<file path="config.mk">
export PLATFORM = sky130hd
export DESIGN_NAME = fscs_evq
export DESIGN_NICKNAME = d
export VERILOG_FILES = /design/src/sv/fscs_pkg.sv /design/src/sv/fscs_evq.sv
export SDC_FILE = /design/constraint.sdc
export NUM_CORES = 1
export LEC_CHECK = 0
export BUFFER_PORTS_ARGS = -buffer_cell sky130_fd_sc_hd__clkbuf_2
export CAP_MARGIN = 10
export CORE_MARGIN = 4
export CORE_UTILIZATION = 63
export CTS_BUF_LIST = sky130_fd_sc_hd__clkbuf_4
export CTS_CLUSTER_DIAMETER = 60
export DETAILED_ROUTE_END_ITERATION = 7
export HOLD_SLACK_MARGIN = 0.06
export PLACE_DENSITY = 0.83
export SETUP_SLACK_MARGIN = 0.02
export SLEW_MARGIN = 5
export SYNTH_ARGS = -nofsm -noshare
export SYNTH_HDL_FRONTEND = slang
export SYNTH_SLANG_ARGS = --single-unit
</file>
<file path="constraint.sdc">
create_clock -name clk -period 6.4 [get_ports clk]
set_clock_uncertainty 0.05 [all_clocks]
set_input_delay 0.32 -clock clk [delete_from_list [all_inputs] [get_ports clk]]
set_output_delay 0.32 -clock clk [all_outputs]
set_load 0.05 [all_outputs]
</file>
<file path="src/sv/fscs_pkg.sv">
// Shared types, signature tables and helper functions for the signature carver scanner.
package fscs_pkg;

  localparam int MIN_TEXT_DEF   = 2048;
  localparam int RING_DEPTH_DEF = 4096;
  localparam int SIG_SPAN       = 16;
  localparam int NUM_SIGS       = 14;
  localparam int OFF_W          = 48;
  localparam int LEN_W          = 26;
  localparam int TLEN_W         = 24;
  localparam int EVQ_DEPTH      = 4;
  localparam int OUTQ_DEPTH     = 4;
  localparam int APB_AW         = 3;
  localparam int MB             = 1048576;

  localparam logic [TLEN_W-1:0] MAX_TEXT_LEN_RST = 24'h200000;

  typedef enum logic [0:0] {
    REG_MAX_TEXT_LEN = 1'b0
  } reg_idx_t;

  typedef enum logic {
    CMD_DATA  = 1'b0,
    CMD_DRAIN = 1'b1
  } cmd_t;

  typedef enum logic [3:0] {
    KIND_JPG    = 4'd0,
    KIND_PNG    = 4'd1,
    KIND_GIF    = 4'd2,
    KIND_WEBP   = 4'd3,
    KIND_PDF    = 4'd4,
    KIND_DOC    = 4'd5,
    KIND_ZIP    = 4'd6,
    KIND_RAR    = 4'd7,
    KIND_7Z     = 4'd8,
    KIND_MP3    = 4'd9,
    KIND_MKV    = 4'd10,
    KIND_MP4    = 4'd11,
    KIND_SQLITE = 4'd12,
    KIND_EXE    = 4'd13,
    KIND_TEXT   = 4'd14
  } kind_t;

  typedef logic [SIG_SPAN-1:0][7:0] win_t;
  typedef logic [SIG_SPAN-1:0]      mask_t;
  typedef logic [7:0]               byte_row_t [SIG_SPAN];

  typedef struct packed {
    logic  hit;
    kind_t kind;
  } scan_res_t;

  // one scan position as classified by the front end
  typedef struct packed {
    logic  scan;
    logic  hit;
    kind_t kind;
    logic  print0;
    logic  open_ok;
    logic  end_close;
  } event_t;

  typedef struct packed {
    kind_t             kind;
    logic [OFF_W-1:0]  offset;
    logic [LEN_W-1:0]  length;
    logic              last;
  } result_t;

  typedef struct packed {
    logic [1:0] count;
    result_t    first;
    result_t    second;
  } res_pair_t;

  // signature bytes, byte 0 first; unused tail bytes are don't-care
  localparam byte_row_t SIG_PAT [NUM_SIGS] = '{
    '{8'hFF, 8'hD8, 8'hFF, 8'h00, 8'h00, 8'h00, 8'h00, 8'h00,
      8'h00, 8'h00, 8'h00, 8'h00, 8'h00, 8'h00, 8'h00, 8'h00},
    '{8'h89, 8'h50, 8'h4E, 8'h47, 8'h00, 8'h00, 8'h00, 8'h00,
      8'h00, 8'h00, 8'h00, 8'h00, 8'h00, 8'h00, 8'h00, 8'h00},
    '{8'h47, 8'h49, 8'h46, 8'h38, 8'h39, 8'h61, 8'h00, 8'h00,
      8'h00, 8'h00, 8'h00, 8'h00, 8'h00, 8'h00, 8'h00, 8'h00},
    '{8'h52, 8'h49, 8'h46, 8'h46, 8'h00, 8'h00, 8'h00, 8'h00,
      8'h57, 8'h45, 8'h42, 8'h50, 8'h00, 8'h00, 8'h00, 8'h00},
    '{8'h25, 8'h50, 8'h44, 8'h46, 8'h00, 8'h00, 8'h00, 8'h00,
      8'h00, 8'h00, 8'h00, 8'h00, 8'h00, 8'h00, 8'h00, 8'h00},
    '{8'hD0, 8'hCF, 8'h11, 8'hE0, 8'hA1, 8'hB1, 8'h1A, 8'hE1,
      8'h00, 8'h00, 8'h00, 8'h00, 8'h00, 8'h00, 8'h00, 8'h00},
    '{8'h50, 8'h4B, 8'h03, 8'h04, 8'h00, 8'h00, 8'h00, 8'h00,
      8'h00, 8'h00, 8'h00, 8'h00, 8'h00, 8'h00, 8'h00, 8'h00},
    '{8'h52, 8'h61, 8'h72, 8'h21, 8'h1A, 8'h07, 8'h00, 8'h00,
      8'h00, 8'h00, 8'h00, 8'h00, 8'h00, 8'h00, 8'h00, 8'h00},
    '{8'h37, 8'h7A, 8'hBC, 8'hAF, 8'h27, 8'h1C, 8'h00, 8'h00,
      8'h00, 8'h00, 8'h00, 8'h00, 8'h00, 8'h00, 8'h00, 8'h00},
    '{8'h49, 8'h44, 8'h33, 8'h00, 8'h00, 8'h00, 8'h00, 8'h00,
      8'h00, 8'h00, 8'h00, 8'h00, 8'h00, 8'h00, 8'h00, 8'h00},
    '{8'h1A, 8'h45, 8'hDF, 8'hA3, 8'h00, 8'h00, 8'h00, 8'h00,
      8'h00, 8'h00, 8'h00, 8'h00, 8'h00, 8'h00, 8'h00, 8'h00},
    '{8'h00, 8'h00, 8'h00, 8'h00, 8'h66, 8'h74, 8'h79, 8'h70,
      8'h00, 8'h00, 8'h00, 8'h00, 8'h00, 8'h00, 8'h00, 8'h00},
    '{8'h53, 8'h51, 8'h4C, 8'h69, 8'h74, 8'h65, 8'h20, 8'h66,
      8'h6F, 8'h72, 8'h6D, 8'h61, 8'h74, 8'h20, 8'h33, 8'h00},
    '{8'h4D, 8'h5A, 8'h00, 8'h00, 8'h00, 8'h00, 8'h00, 8'h00,
      8'h00, 8'h00, 8'h00, 8'h00, 8'h00, 8'h00, 8'h00, 8'h00}
  };

  // bit k set: byte k must match
  localparam logic [SIG_SPAN-1:0] SIG_CARE [NUM_SIGS] = '{
    16'h0007, 16'h000F, 16'h003F, 16'h0F0F, 16'h000F, 16'h00FF, 16'h000F,
    16'h003F, 16'h003F, 16'h0007, 16'h000F, 16'h00F0, 16'hFFFF, 16'h000B
  };

  function automatic logic is_printable(input logic [7:0] c);
    return (c == 8'd9) || (c == 8'd10) || (c == 8'd13) || ((c >= 8'd32) && (c <= 8'd126));
  endfunction

  // first matching signature wins; bytes not yet held count as mismatches
  function automatic scan_res_t sig_scan(input win_t w, input mask_t v);
    scan_res_t r;
    logic      m;
    r.hit  = 1'b0;
    r.kind = KIND_JPG;
    for (int s = NUM_SIGS - 1; s >= 0; s--) begin
      m = 1'b1;
      for (int k = 0; k < SIG_SPAN; k++) begin
        if (SIG_CARE[s][k] && (!v[k] || (w[k] != SIG_PAT[s][k]))) begin
          m = 1'b0;
        end
      end
      if (m) begin
        r.hit  = 1'b1;
        r.kind = kind_t'(4'(s));
      end
    end
    return r;
  endfunction

  function automatic logic [LEN_W-1:0] sig_size(input kind_t k);
    logic [LEN_W-1:0] sz;
    unique case (k) inside
      KIND_JPG, KIND_PNG:          sz = LEN_W'(3 * MB);
      KIND_GIF, KIND_WEBP:         sz = LEN_W'(2 * MB);
      KIND_PDF, KIND_SQLITE:       sz = LEN_W'(10 * MB);
      KIND_DOC, KIND_EXE:          sz = LEN_W'(5 * MB);
      KIND_ZIP, KIND_RAR, KIND_7Z: sz = LEN_W'(15 * MB);
      KIND_MP3:                    sz = LEN_W'(8 * MB);
      KIND_MKV, KIND_MP4:          sz = LEN_W'(50 * MB);
      default:                     sz = '0;
    endcase
    return sz;
  endfunction

endpackage

</file>
<file path="src/sv/fscs_evq.sv">
// Short event queue between the front end and the back end.
module fscs_evq import fscs_pkg::*; #(
  parameter int DEPTH = EVQ_DEPTH
) (
  input  logic   clk,
  input  logic   rst,
  input  logic   push,
  input  event_t din,
  output logic   full,
  input  logic   pop,
  output logic   empty,
  output event_t dout
);

  localparam int PW = $clog2(DEPTH);
  localparam int CW = $clog2(DEPTH + 1);

  event_t        slots [DEPTH];
  logic [PW-1:0] head, tail;
  logic [CW-1:0] count;
  logic          do_push, do_pop;

  assign full    = count == CW'(DEPTH);
  assign empty   = count == '0;
  assign dout    = slots[head];
  assign do_push = push && !full;
  assign do_pop  = pop && !empty;

  always_ff @(posedge clk) begin
    if (do_push) begin
      slots[tail] <= din;
    end
  end

  always_ff @(posedge clk) begin
    if (rst) begin
      head  <= '0;
      tail  <= '0;
      count <= '0;
    end else begin
      if (do_push) begin
        tail <= (tail == PW'(DEPTH - 1)) ? '0 : tail + 1'b1;
      end
      if (do_pop) begin
        head <= (head == PW'(DEPTH - 1)) ? '0 : head + 1'b1;
      end
      count <= count + CW'(do_push) - CW'(do_pop);
    end
  end

endmodule

</file>
# Yosys cells after proc, flatten, opt, wreduce, memory -nomap -nowiden
# Memory sizes are Yosys's and may differ from the RTL's. A register that Yosys moved wholly into a read port is not among the register bits.
# Index checks and enable logic that the tools add are counted.
[totals]
output_inout_bits = 11
wordCells = 22
ramBits = 36
reg_bits = 7
inputBits = 13
n_memories = 1
[classes]
n_mux = 6
reduce_logical = 5
addsub = 4
eq_ne = 3
[mem_list]
columns = ["name", "depth", "width", "read_ports", "rd_ports_with_merged_regs", "write_ports", "line_no", "text"]
rows = [
  ["slots", 4, 9, 1, 1, 1, "fscs_evq.sv:18", "event_t slots [DEPTH];"],
]
[op_table]
columns = ["op", "n"]
rows = [
  ["2-bit two-way mux", 4],
  ["2-bit by 1-bit adder with 2-bit output (second input constant)", 2],
  ["2-bit equality test (second input constant)", 2],
  ["3-bit by 1-bit adder with 3-bit output", 1],
  ["3-bit equality test (second input constant)", 1],
  ["3-bit zero test", 1],
  ["3-bit by 1-bit subtractor with 3-bit output", 1],
  ["1-bit logical AND", 2],
  ["1-bit zero test", 2],
  ["1-bit two-way mux", 2],
]

# Depth between registers and ports, before layout
# Gate-level depths: netlist (run 1).
[logic_depth]
depth_word = 5
ltp_mapped = 11
mapped_depth_nobuf = 10

# Least setup slack after synthesis (run 1)
# No wires, ideal clock.
[synth_path]
kind = "reg-to-reg"
start = "register count[2]"
end = "register count[2]"
slack_ns = 4.164
setup_time_ns = 0.115
period_less_slack_ns = 2.236
arrival_time_ns = 2.071
n_path_buf = 1
stages_incl_launch_ff = 12
required_ns = 6.235
path_cell_list = "dfxtp_1 -> or3b_1 -> buf_6 -> and2_4 -> inv_1 -> ha_1 -> inv_1 -> ha_1 -> fa_1 -> xnor2_1 -> xnor2_1 -> nor2_1"
[synth_between]
elab_chain_cells = 5
word_cells_on_any_way = 8
classes_between = "add/sub: 2; eq/ne: 1; reduce/logical: 5"
[synth_lines]
columns = ["element", "line_no", "text"]
rows = [
  ["from (decl)", "fscs_evq.sv:20", "logic [CW-1:0] count;"],
  ["from (signal assigned)", "fscs_evq.sv:47", "count <= count + CW'(do_push) - CW'(do_pop);"],
  ["3-bit equality test", "fscs_evq.sv:23", "assign full = count == CW'(DEPTH);"],
  ["1-bit zero test", "fscs_evq.sv:26", "assign do_push = push && !full;"],
  ["1-bit logical AND", "fscs_evq.sv:26", ""],
  ["3-bit by 1-bit adder with 3-bit output", "fscs_evq.sv:47", ""],
  ["3-bit by 1-bit subtractor with 3-bit output *", "fscs_evq.sv:47", ""],
]
# Mark *: on every way between the ends. The rest lies on a longest branch, timed or not.
# A chain may end at the register's enable or synchronous reset.

# Worst setup path in the final report (run 1)
# Same ends and word-level chain as after synthesis.

==> results_dict.tcl, run 1 <==
set metrics [dict create \
    cp_max_fo 9 \
    setup.worst_path.class "reg2reg" \
    r2r_slack_ns 3.97 \
    async_flop_share_pct 0 \
    rsz0062_at_grt "false" \
    diodes 0 \
    slew_headroom_pct 57.9 \
    netlist_area_mm2 0.00178 \
    cp_cell_sequence "or3b_1 -> and2_4 -> inv_1 -> ha_1 -> inv_1 -> ha_1 -> fa_1 -> xnor2_1 -> xnor2_1 -> nor2_1" \
    ant_nets 0 \
    start_util_pct 65.1 \
    drcViolationCount 0 \
    critPathMaxStageDelay_ns 0.50 \
    drt-total-wl_mm 2.92 \
    period_share_pct 37.9 \
    cts_root_buf "clkbuf_4" \
    vias 930 \
    instances_no_fill 156 \
    hold_class "in2reg" \
    status "finished, final reports clean" \
    grt_max_degree 15 \
    antenna_found_initial 0 \
    cts_resized 0 \
    synth.top_cell.area_share_pct 60.7 \
    dp_cells 148 \
    p_leak_nw 0.747 \
    grt_use_total_pct 18.2 \
    synthCells 97 \
    maxCapViolCount 0 \
    maxSlewViolCount 0 \
    cts_max_level 2 \
    die_h_um 61.2 \
    synth_nets 118 \
    p_per_area_mw_per_mm2 396 \
    max_freq_mhz 412 \
    clock_sinks 45 \
    synth_area_leader_cell "edfxtp_1" \
    synthTopCellsByArea "edfxtp_1 61%, mux4_2 11%, dfxtp_1 10%" \
    synth.distinct_cells 25 \
    hpwlAfterDp_mm 1.98 \
    synth-main-ff-cell "edfxtp_1" \
    nNetsFinal 145 \
    finalPower_mw 0.780 \
    clock_latency_ns 0.35 \
    synth_edf_count 36 \
    final-setup-viol-count 0 \
    ys_seq_elements 45 \
    port_buffers 23 \
    numCtsBuffers 5 \
    clk_pin_slew_worst_paths_ns 0.13 \
    tightest_slew_ns 0.630 \
    endpoint_kind "register" \
    holdWs_ns 0.128 \
    tns_ns 0 \
    gp_congestion 0.813 \
    slowest_stage "or3b_1" \
    syn2layout_area_growth_pct 10.6 \
    required_ns 6.61 \
    drtIter0Drc 45 \
    overflow 0 \
    cp-start-kind "register" \
    ys_warn_count 0 \
    ir_worst_vdd_mv 0.308 \
    via_per_inst 5.96 \
    cts.path.max_buffers 2 \
    worstPathArrival_ns 2.64 \
    dieArea_mm2 0.00374 \
    fp.coreArea_mm2 0.00273 \
    wl_per_cell_um 18.7 \
    fp.dieW_um 61.2 \
    cts_tree "built" \
    synth_area_per_cell_um2 18.4 \
    yosysMostFrequentCell "edfxtp_1" \
    hold_buffers 0 \
    dr.pass1.iters 4 \
    final_layout_size_suffix_gt1_share_pct 34.4 \
    synth_common_cells "36 x edfxtp_1, 9 x dfxtp_1, 9 x mux4_2" \
    min_period_ns 2.43 \
    ys_seq_area_share_pct 70.8 \
    grt_pass1_wl_mm 4.46 \
    post_cts_buffers 0 \
    final_hold_viol_count 0 \
    grt_pass1_vias 929 \
    pin_count 24 \
    fp-row-count 19 \
]
path summary, 6_finish.rpt:
path,cells past startpoint,endpoint,start
setup / recovery,10,count[2],count[2]
hold / removal,1,slots[3][5],din[5]
setup reg to reg,10,count[2],count[2]
hold reg to reg,2,head[0],head[0]
cell families (layout without fill, tap and decap cells):
group	count (synthesis)	in the layout	share of synthesized area, %
compound gates	5	5	2.11
xor+xnor	2	2	0.984
fa+ha+maj	8	8	6.04
buf+inv	11	39	2.81
flops	45	45	70.8
mux	10	10	11.9
simple gates	16	16	5.27
per-stage QoR:
stage | util [%] | cell area [um^2] | setup slack [ns]
floorplan | - | 1780 | 4.16
global placement | 70.0 | 1910 | 4.10
detailed placement | 70.0 | 1910 | 3.99
CTS | 72.0 | 1970 | 3.97
global route | 72.0 | 1970 | 3.83
finish | 72.0 | 1970 | 3.97
per-layer routing:
layer,global-route usage (%),wire length [um]
met1,19.7,1080
met2,30.2,1560
met3,7.13,214
met4,10.5,70
met5,0,0
flip-flops by register name, indices dropped and copies added, names as in the netlist, named ones only:
signal,cells
tail,2
count,3
head,2
slots,36
cell type report:
| class | count | area [um^2] |
|---|---|---|
| Multi-Input combinational cell | 41 | 469 |
| Clock inverter | 3 | 17.5 |
| Fill cell | 158 | 764 |
| Timing Repair Buffer | 23 | 115 |
| Inverter | 8 | 30.0 |
| Sequential cell | 45 | 1260 |
| Tap cell | 31 | 38.8 |
| Clock buffer | 5 | 37.5 |
power breakdown:
part,internal [mW],switching [mW]
Clock,0.0415,0.0878
Sequential,0.356,0.0326
Combinational,0.0893,0.173
critical path, delay by kind of cell, from the launching register on:
kind | cells | cell delay, ns
xor+xnor | 2 | 0.32
simple gates | 3 | 0.77
fa+ha+maj | 3 | 0.68
flops | 1 | 0.42
buf+inv | 2 | 0.09
layout by cell type, fill, tap and decap left out:
cell type,n
xnor2_1,2
a21oi_1,2
or3_1,1
and2_4,1
o31ai_2,1
clkbuf_2,23
nor3_1,2
nand3_1,2
nand2_1,1
o31ai_1,1
inv_1,8
a21o_1,1
ha_1,7
edfxtp_1,36
clkinv_2,2
clkinvlp_4,1
dfxtp_1,9
mux4_2,9
and3_2,1
fa_1,1
and3_1,3
nor2_1,2
clkbuf_4,5
or3b_1,1
mux2i_1,1
nor2b_1,2
Power figures use the tool's default switching activity.
==> run 2, diff against run 1 <==
--- a/config.mk
+++ b/config.mk
@@ -5,15 +5,16 @@
 export SDC_FILE = /design/constraint.sdc
 export NUM_CORES = 1
 export LEC_CHECK = 0
+export ABC_AREA = 1
 export BUFFER_PORTS_ARGS = -buffer_cell sky130_fd_sc_hd__clkbuf_2
 export CAP_MARGIN = 10
 export CORE_MARGIN = 4
-export CORE_UTILIZATION = 63
+export CORE_UTILIZATION = 53
 export CTS_BUF_LIST = sky130_fd_sc_hd__clkbuf_4
 export CTS_CLUSTER_DIAMETER = 60
 export DETAILED_ROUTE_END_ITERATION = 7
 export HOLD_SLACK_MARGIN = 0.06
-export PLACE_DENSITY = 0.83
+export PLACE_DENSITY = 0.74
 export SETUP_SLACK_MARGIN = 0.02
 export SLEW_MARGIN = 5
 export SYNTH_ARGS = -nofsm -noshare
==> constraint.sdc (replaced) <==
create_clock -name clk -period 2 [get_ports clk]
set_clock_uncertainty 0.05 [all_clocks]
set_input_delay 0.1 -clock clk [delete_from_list [all_inputs] [get_ports clk]]
set_output_delay 0.1 -clock clk [all_outputs]
set_load 0.05 [all_outputs]
==> run 2 against run 1 <==
Effect of this change: via count grew 35%; maximum frequency rose by 25%; synthesized cell count increased by 63%; die area is 26% higher; highest routed layer unchanged; critical path depth up 1; sequential share of layout area fell by 9.7 points; first-iteration DRC count rose by 73%; sequential cell count did not move; synthesized area increased by 9.7%; cell count grew 60%; cell area up 18%; worst hold slack gained 0.29 ns; critical path type unchanged.
==> results_dict.tcl, run 2 <==
set metrics [dict create \
    cts_max_level 2 \
    slowest_stage "fa_1" \
    instances_no_fill 250 \
    drt-total-wl_mm 3.47 \
    cts_tree "built" \
    fp-row-count 21 \
    clock_latency_ns 0.34 \
    timing.critical_path.buf_inv 2 \
    final_layout_size_suffix_gt1_share_pct 32.8 \
    final_cell_mix "36 x edfxtp_1, 23 x clkbuf_2, 21 x nor2_1" \
    cp_max_fo 3 \
    ys_warn_count 0 \
    maxCapViolCount 0 \
    netlist_area_mm2 0.00195 \
    grt_use_total_pct 16.4 \
    port_buffers 23 \
    finalPower_mw 3.14 \
    drtIter0Drc 78 \
    grt_pass1_wl_mm 5.44 \
    holdWs_ns 0.423 \
    ys_seq_elements 45 \
    fillers 264 \
    overflow 0 \
    fin_ws_ns 0.0557 \
    min_period_ns 1.94 \
    grt_pass1_vias 1283 \
    maxSlewViolCount 0 \
    fp.coreArea_mm2 0.00344 \
    grt_max_degree 20 \
    final_hold_viol_count 0 \
    multiInputGateArea_um2 574 \
    whs_path_depth 3 \
    seqCellArea_mm2 0.00126 \
    clock_sinks 45 \
    synth-main-ff-cell "edfxtp_1" \
    dr.pass1.iters 4 \
    status "finished, final reports clean" \
    pre_cts_ws_ns 0.0435 \
    reg2regPathDepth 11 \
    yosysMostFrequentCell "edfxtp_1" \
    synth_common_cells "36 x edfxtp_1, 21 x nor2_1, 20 x inv_1" \
    hold_class "in2reg" \
    vias 1255 \
    start_util_pct 56.7 \
    critPathMaxStageDelay_ns 0.38 \
    setup.worst_path.class "reg2reg" \
    cts_root_buf "clkbuf_4" \
    slew_headroom_pct 74.5 \
    p_leak_nw 0.934 \
    final_core_util_pct 67.6 \
    placed_area_mm2 0.00212 \
    tightest_slew_ns 0.382 \
    largest_reg_flops 36 \
    cp-start-kind "register" \
    numCtsBuffers 5 \
    ir_worst_vdd_mv 0.988 \
    required_ns 2.24 \
    fp.dieW_um 68.7 \
    synth.distinct_cells 18 \
    path_delay_family "adder cells" \
    pin_count 24 \
    p_per_area_mw_per_mm2 1350 \
    synth_nets 179 \
    ys_seq_area_share_pct 64.6 \
    gp_congestion 0.755 \
    via_per_inst 5.02 \
    final_area_mm2 0.00233 \
    largest-register "slots" \
    crit_cells 11 \
    hpwlAfterDp_mm 2.30 \
    period_share_pct 97.2 \
    diodes 0 \
    synthCells 158 \
    synth_area_leader_cell "edfxtp_1" \
    endpoint_kind "register" \
    drcViolationCount 0 \
    synthTopCellsByArea "edfxtp_1 55%, dfxtp_1 9.2%, o22ai_2 5.8%" \
    cts.path.max_buffers 2 \
    synth.top_cell.area_share_pct 55.3 \
    crit_top_cell "nor2_1" \
    syn2layout_area_growth_pct 19.1 \
    antenna_found_initial 0 \
    die_h_um 68.7 \
    synth_area_per_cell_um2 12.4 \
    mostFrequentLayoutCell "edfxtp_1" \
    tns_ns 0 \
    synth_edf_count 36 \
    worstPathArrival_ns 2.18 \
    dieArea_mm2 0.00472 \
    nNetsFinal 224 \
    cp_cell_sequence "nor2_4 -> nand2_2 -> clkinvlp_4 -> nor2_1 -> ha_1 -> inv_1 -> ha_2 -> fa_1 -> nand3_1 -> nand2_1 -> nor2_1" \
    clk_pin_slew_worst_paths_ns 0.12 \
    max_freq_mhz 514 \
    reg_top3 "slots: 36 flops, count: 3 flops" \
    async_flop_share_pct 0 \
    wl_per_cell_um 13.9 \
    final-setup-viol-count 0 \
    dp_cells 229 \
    ant_nets 0 \
]
-- run 2: changes by cell type after synthesis, moves of 3 or more --
cell	previous run	this run
inv_1	8	20
nand3_1	2	5
and3_1	3	0
o21ai_0	0	16
a21oi_1	2	5
nor2_2	0	10
o22ai_2	0	9
nor2_1	2	21
mux4_2	9	0
nand2_1	1	10
-- run 2: logic make-up (layout without fill, tap and decap cells) --
group / Yosys count / count (layout) / synth area share [%]
buffers and inverters: 25 / 71 / 6.79
AOI/OAI and AO/OA: 32 / 32 / 12.0
adders and majority gates: 8 / 8 / 5.51
DFF: 45 / 45 / 64.6
and+or+nand+nor: 48 / 48 / 11.1
-- run 2: what timing repair did --
item	CTS	global route
hold endpoints to repair	43	0
setup endpoints to repair	0	2
gates resized for setup	0	7
setup buffers	0	1
hold buffers	12	0
-- run 2: routing by layer --
metal  vias up  part of all wire [%]  global-route usage, %
met1       581                    41                   15.6
met5         -                     0                      0
li1        630                     -                      -
met4         0                   2.2                   6.81
met2        34                    52                   31.9
met3        10                   4.7                   5.02
-- run 2: power by group --
group          total (mW)  switching [mW]  leakage [nW]  internal (mW)
Combinational        1.47            1.04         0.497          0.434
Clock               0.411           0.278        0.0326          0.134
Sequential           1.26          0.0927         0.405           1.17
-- run 2: cell type report --
type                            instances  area share, %
Clock inverter                          3          0.753
Sequential cell                        45           54.4
Multi-Input combinational cell         88           24.7
Tap cell                               46           2.47
Clock buffer                            5           1.61
Timing Repair Buffer                   41           12.0
Inverter                               22           4.03
-- run 2: worst reg2reg max path, stage by stage (launching register included) --
cell	delay, ns
dfxtp_2	0.37
nor2_4	0.16
nand2_2	0.10
clkinvlp_4	0.07
nor2_1	0.04
ha_1	0.28
inv_1	0.05
ha_2	0.17
fa_1	0.38
nand3_1	0.09
nand2_1	0.05
nor2_1	0.09
-- run 2: final timing paths --
kind | start | endpoint | slack [ns]
worst max-delay path | count[1] | count[2] | 0.06
worst min-delay path | rst | count[1] | 0.42
worst max register to register | count[1] | count[2] | 0.06
worst min register to register | head[0] | register | 0.49
==> run 3, diff against run 2 <==
==> constraint.sdc (replaced) <==
create_clock -name clk -period 1.7 [get_ports clk]
set_clock_uncertainty 0.05 [all_clocks]
set_input_delay 0.085 -clock clk [delete_from_list [all_inputs] [get_ports clk]]
set_output_delay 0.085 -clock clk [all_outputs]
set_load 0.05 [all_outputs]
==> run 3 against run 2 <==
Effect of this change: the flow now finishes with violations (setup timing); clock power rose by 21%; sequential cell count unchanged; global-route usage is 1.5 points higher; sequential power up 18%; via count up 0.88%; die area stayed put; largest cell class unchanged; maximum frequency grew 2.1%; register-to-register slack got worse by 0.26 ns; clock-buffer cell count up 2; combinational power is 33% higher.
==> results_dict.tcl, run 3 (same netlist as run 2, synthesis figures left out) <==
set metrics [dict create \
    status "finished, violations left" \
    violations "setup timing" \
    cts_max_level 2 \
    net-switching-power_mw 1.68 \
    required_ns 1.92 \
    numCtsBuffers 5 \
    cp-start-kind "register" \
    combPwrFrac_pct 49.6 \
    max_freq_mhz 525 \
    slew_headroom_pct 81.6 \
    final-setup-viol-count 2 \
    ant_nets 0 \
    min_period_ns 1.90 \
    tns_ns -0.375 \
    p_per_area_mw_per_mm2 1640 \
    clock_latency_ns 0.33 \
    grt_use_total_pct 17.8 \
    grt_max_degree 20 \
    grt_pass1_wl_mm 5.93 \
    pin_count 24 \
    die_h_um 68.7 \
    maxSlewViolCount 0 \
    seqCellArea_mm2 0.00127 \
    vias 1266 \
    p_seq_share_pct 37.8 \
    start_util_pct 56.7 \
    cp_max_fo 2 \
    nNetsFinal 230 \
    endpoint_kind "register" \
    cts_root_buf "clkbuf_4" \
    clock_sinks 45 \
    p_leak_nw 0.966 \
    hold_class "in2reg" \
    via_per_inst 4.95 \
    reg_top3 "slots: 36 flops, count: 3 flops" \
    maxCapViolCount 0 \
    fp.dieW_um 68.7 \
    final_cell_mix "36 x edfxtp_1, 20 x nor2_1, 18 x inv_1" \
    finalPower_mw 3.94 \
    holdWs_ns 0.380 \
    fp-row-count 21 \
    rsz0062_at_grt "true" \
    multiInputGateArea_um2 574 \
    worstPathArrival_ns 2.12 \
    drt-total-wl_mm 3.60 \
    drcViolationCount 0 \
    cts.path.max_buffers 2 \
    pre_cts_ws_ns -0.167 \
    dr.pass1.iters 4 \
    diodes 0 \
    final_hold_viol_count 0 \
    setup.worst_path.class "reg2reg" \
    cts_tree "built" \
    largest-register "slots" \
    wl_per_cell_um 14.1 \
    overflow 0 \
    syn2layout_area_growth_pct 23.4 \
    grt_pass1_vias 1338 \
    mostFrequentLayoutCell "edfxtp_1" \
    antenna_found_initial 0 \
    ir_worst_vdd_mv 1.08 \
    hpwlAfterDp_mm 2.43 \
    gp_congestion 0.702 \
    p_sw_share_pct 42.7 \
    internal_power_mw 2.26 \
    fp.coreArea_mm2 0.00344 \
    power.share.clock_pct 12.6 \
    largest_reg_flops 36 \
    fin_ws_ns -0.204 \
    final_layout_size_suffix_gt1_share_pct 36.2 \
    period_share_pct 112 \
    drtIter0Drc 67 \
    tightest_slew_ns 0.277 \
    port_buffers 23 \
    fillers 267 \
    clk_pin_slew_worst_paths_ns 0.12 \
    dieArea_mm2 0.00472 \
]
[run 3: changes by cell type in the layout (fill, tap and decap cells not counted), sizes merged]
cell | before | now
buf | 6 | 13
clkbuf | 28 | 29
clkinv | 3 | 0
clkinvlp | 1 | 2
[run 3: worst max-delay path, cell delays in order, from the launching register on]
cell and delay [ns]:
dfxtp_2 0.36, nor2_4 0.15, nand2_4 0.07, clkinvlp_4 0.08, nor2_2 0.04, ha_1 0.27, inv_1 0.04, ha_2 0.16
fa_1 0.48, inv_1 0.04, nor2_1 0.09
[run 3: repair_timing]
action                                 in CTS  in global routing
endpoints found under the hold margin      45                  0
pin swaps                                   1                  0
resized for setup                          15                  6
setup endpoints to repair                  11                  9
buffers inserted                            0                  2
hold buffers                               12                  0
[run 3: layout make-up]
cell class | count | share of cell area [%]
inverters | 22 | 3.89
well taps | 46 | 2.39
clock buffers | 7 | 2.18
clock inverters | 1 | 0.312
flip-flops and latches | 45 | 52.5
multi-input cells | 88 | 23.8
repair buffers | 47 | 14.8
[run 3: worst paths after layout]
kind	cells after the start	end	slack, ns	startpoint
worst max register to register	10	count[1]	-0.20	count[1]
worst min register to register	2	register	0.49	head[1]
worst max-delay path	10	count[1]	-0.20	count[1]
worst min-delay path	5	slots[1][0]	0.38	push
[run 3: per-layer routing]
layer  track usage (%)  vias to the layer above  part of all wire (%)
li1                  -                      643                     -
met3              5.19                        4                   4.2
met1              18.3                      593                    37
met5                 0                        -                     0
met2              33.4                       26                    58
met4              7.54                        0                   1.2
[run 3: through the flow]
step | instance area [um^2] | util, % | instances
5_1_grt | 2410 | 70.0 | 256
3_5_place_dp | 2180 | 63.3 | 234
6_report | 2410 | 70.0 | 256
4_1_cts | 2390 | 69.3 | 254
2_1_floorplan | 1970 | - | 158
3_3_place_gp | 2180 | 63.3 | 234
[run 3: power groups by stage]
stage	Clock [mW]	Sequential [mW]	Combinational, mW
after floorplan	0	1.48	1.37
after global placement	0	1.49	1.70
after detailed placement	0	1.51	1.79
after CTS	0.520	1.49	1.89
after global routing	0.581	1.51	2.12
final	0.498	1.49	1.95
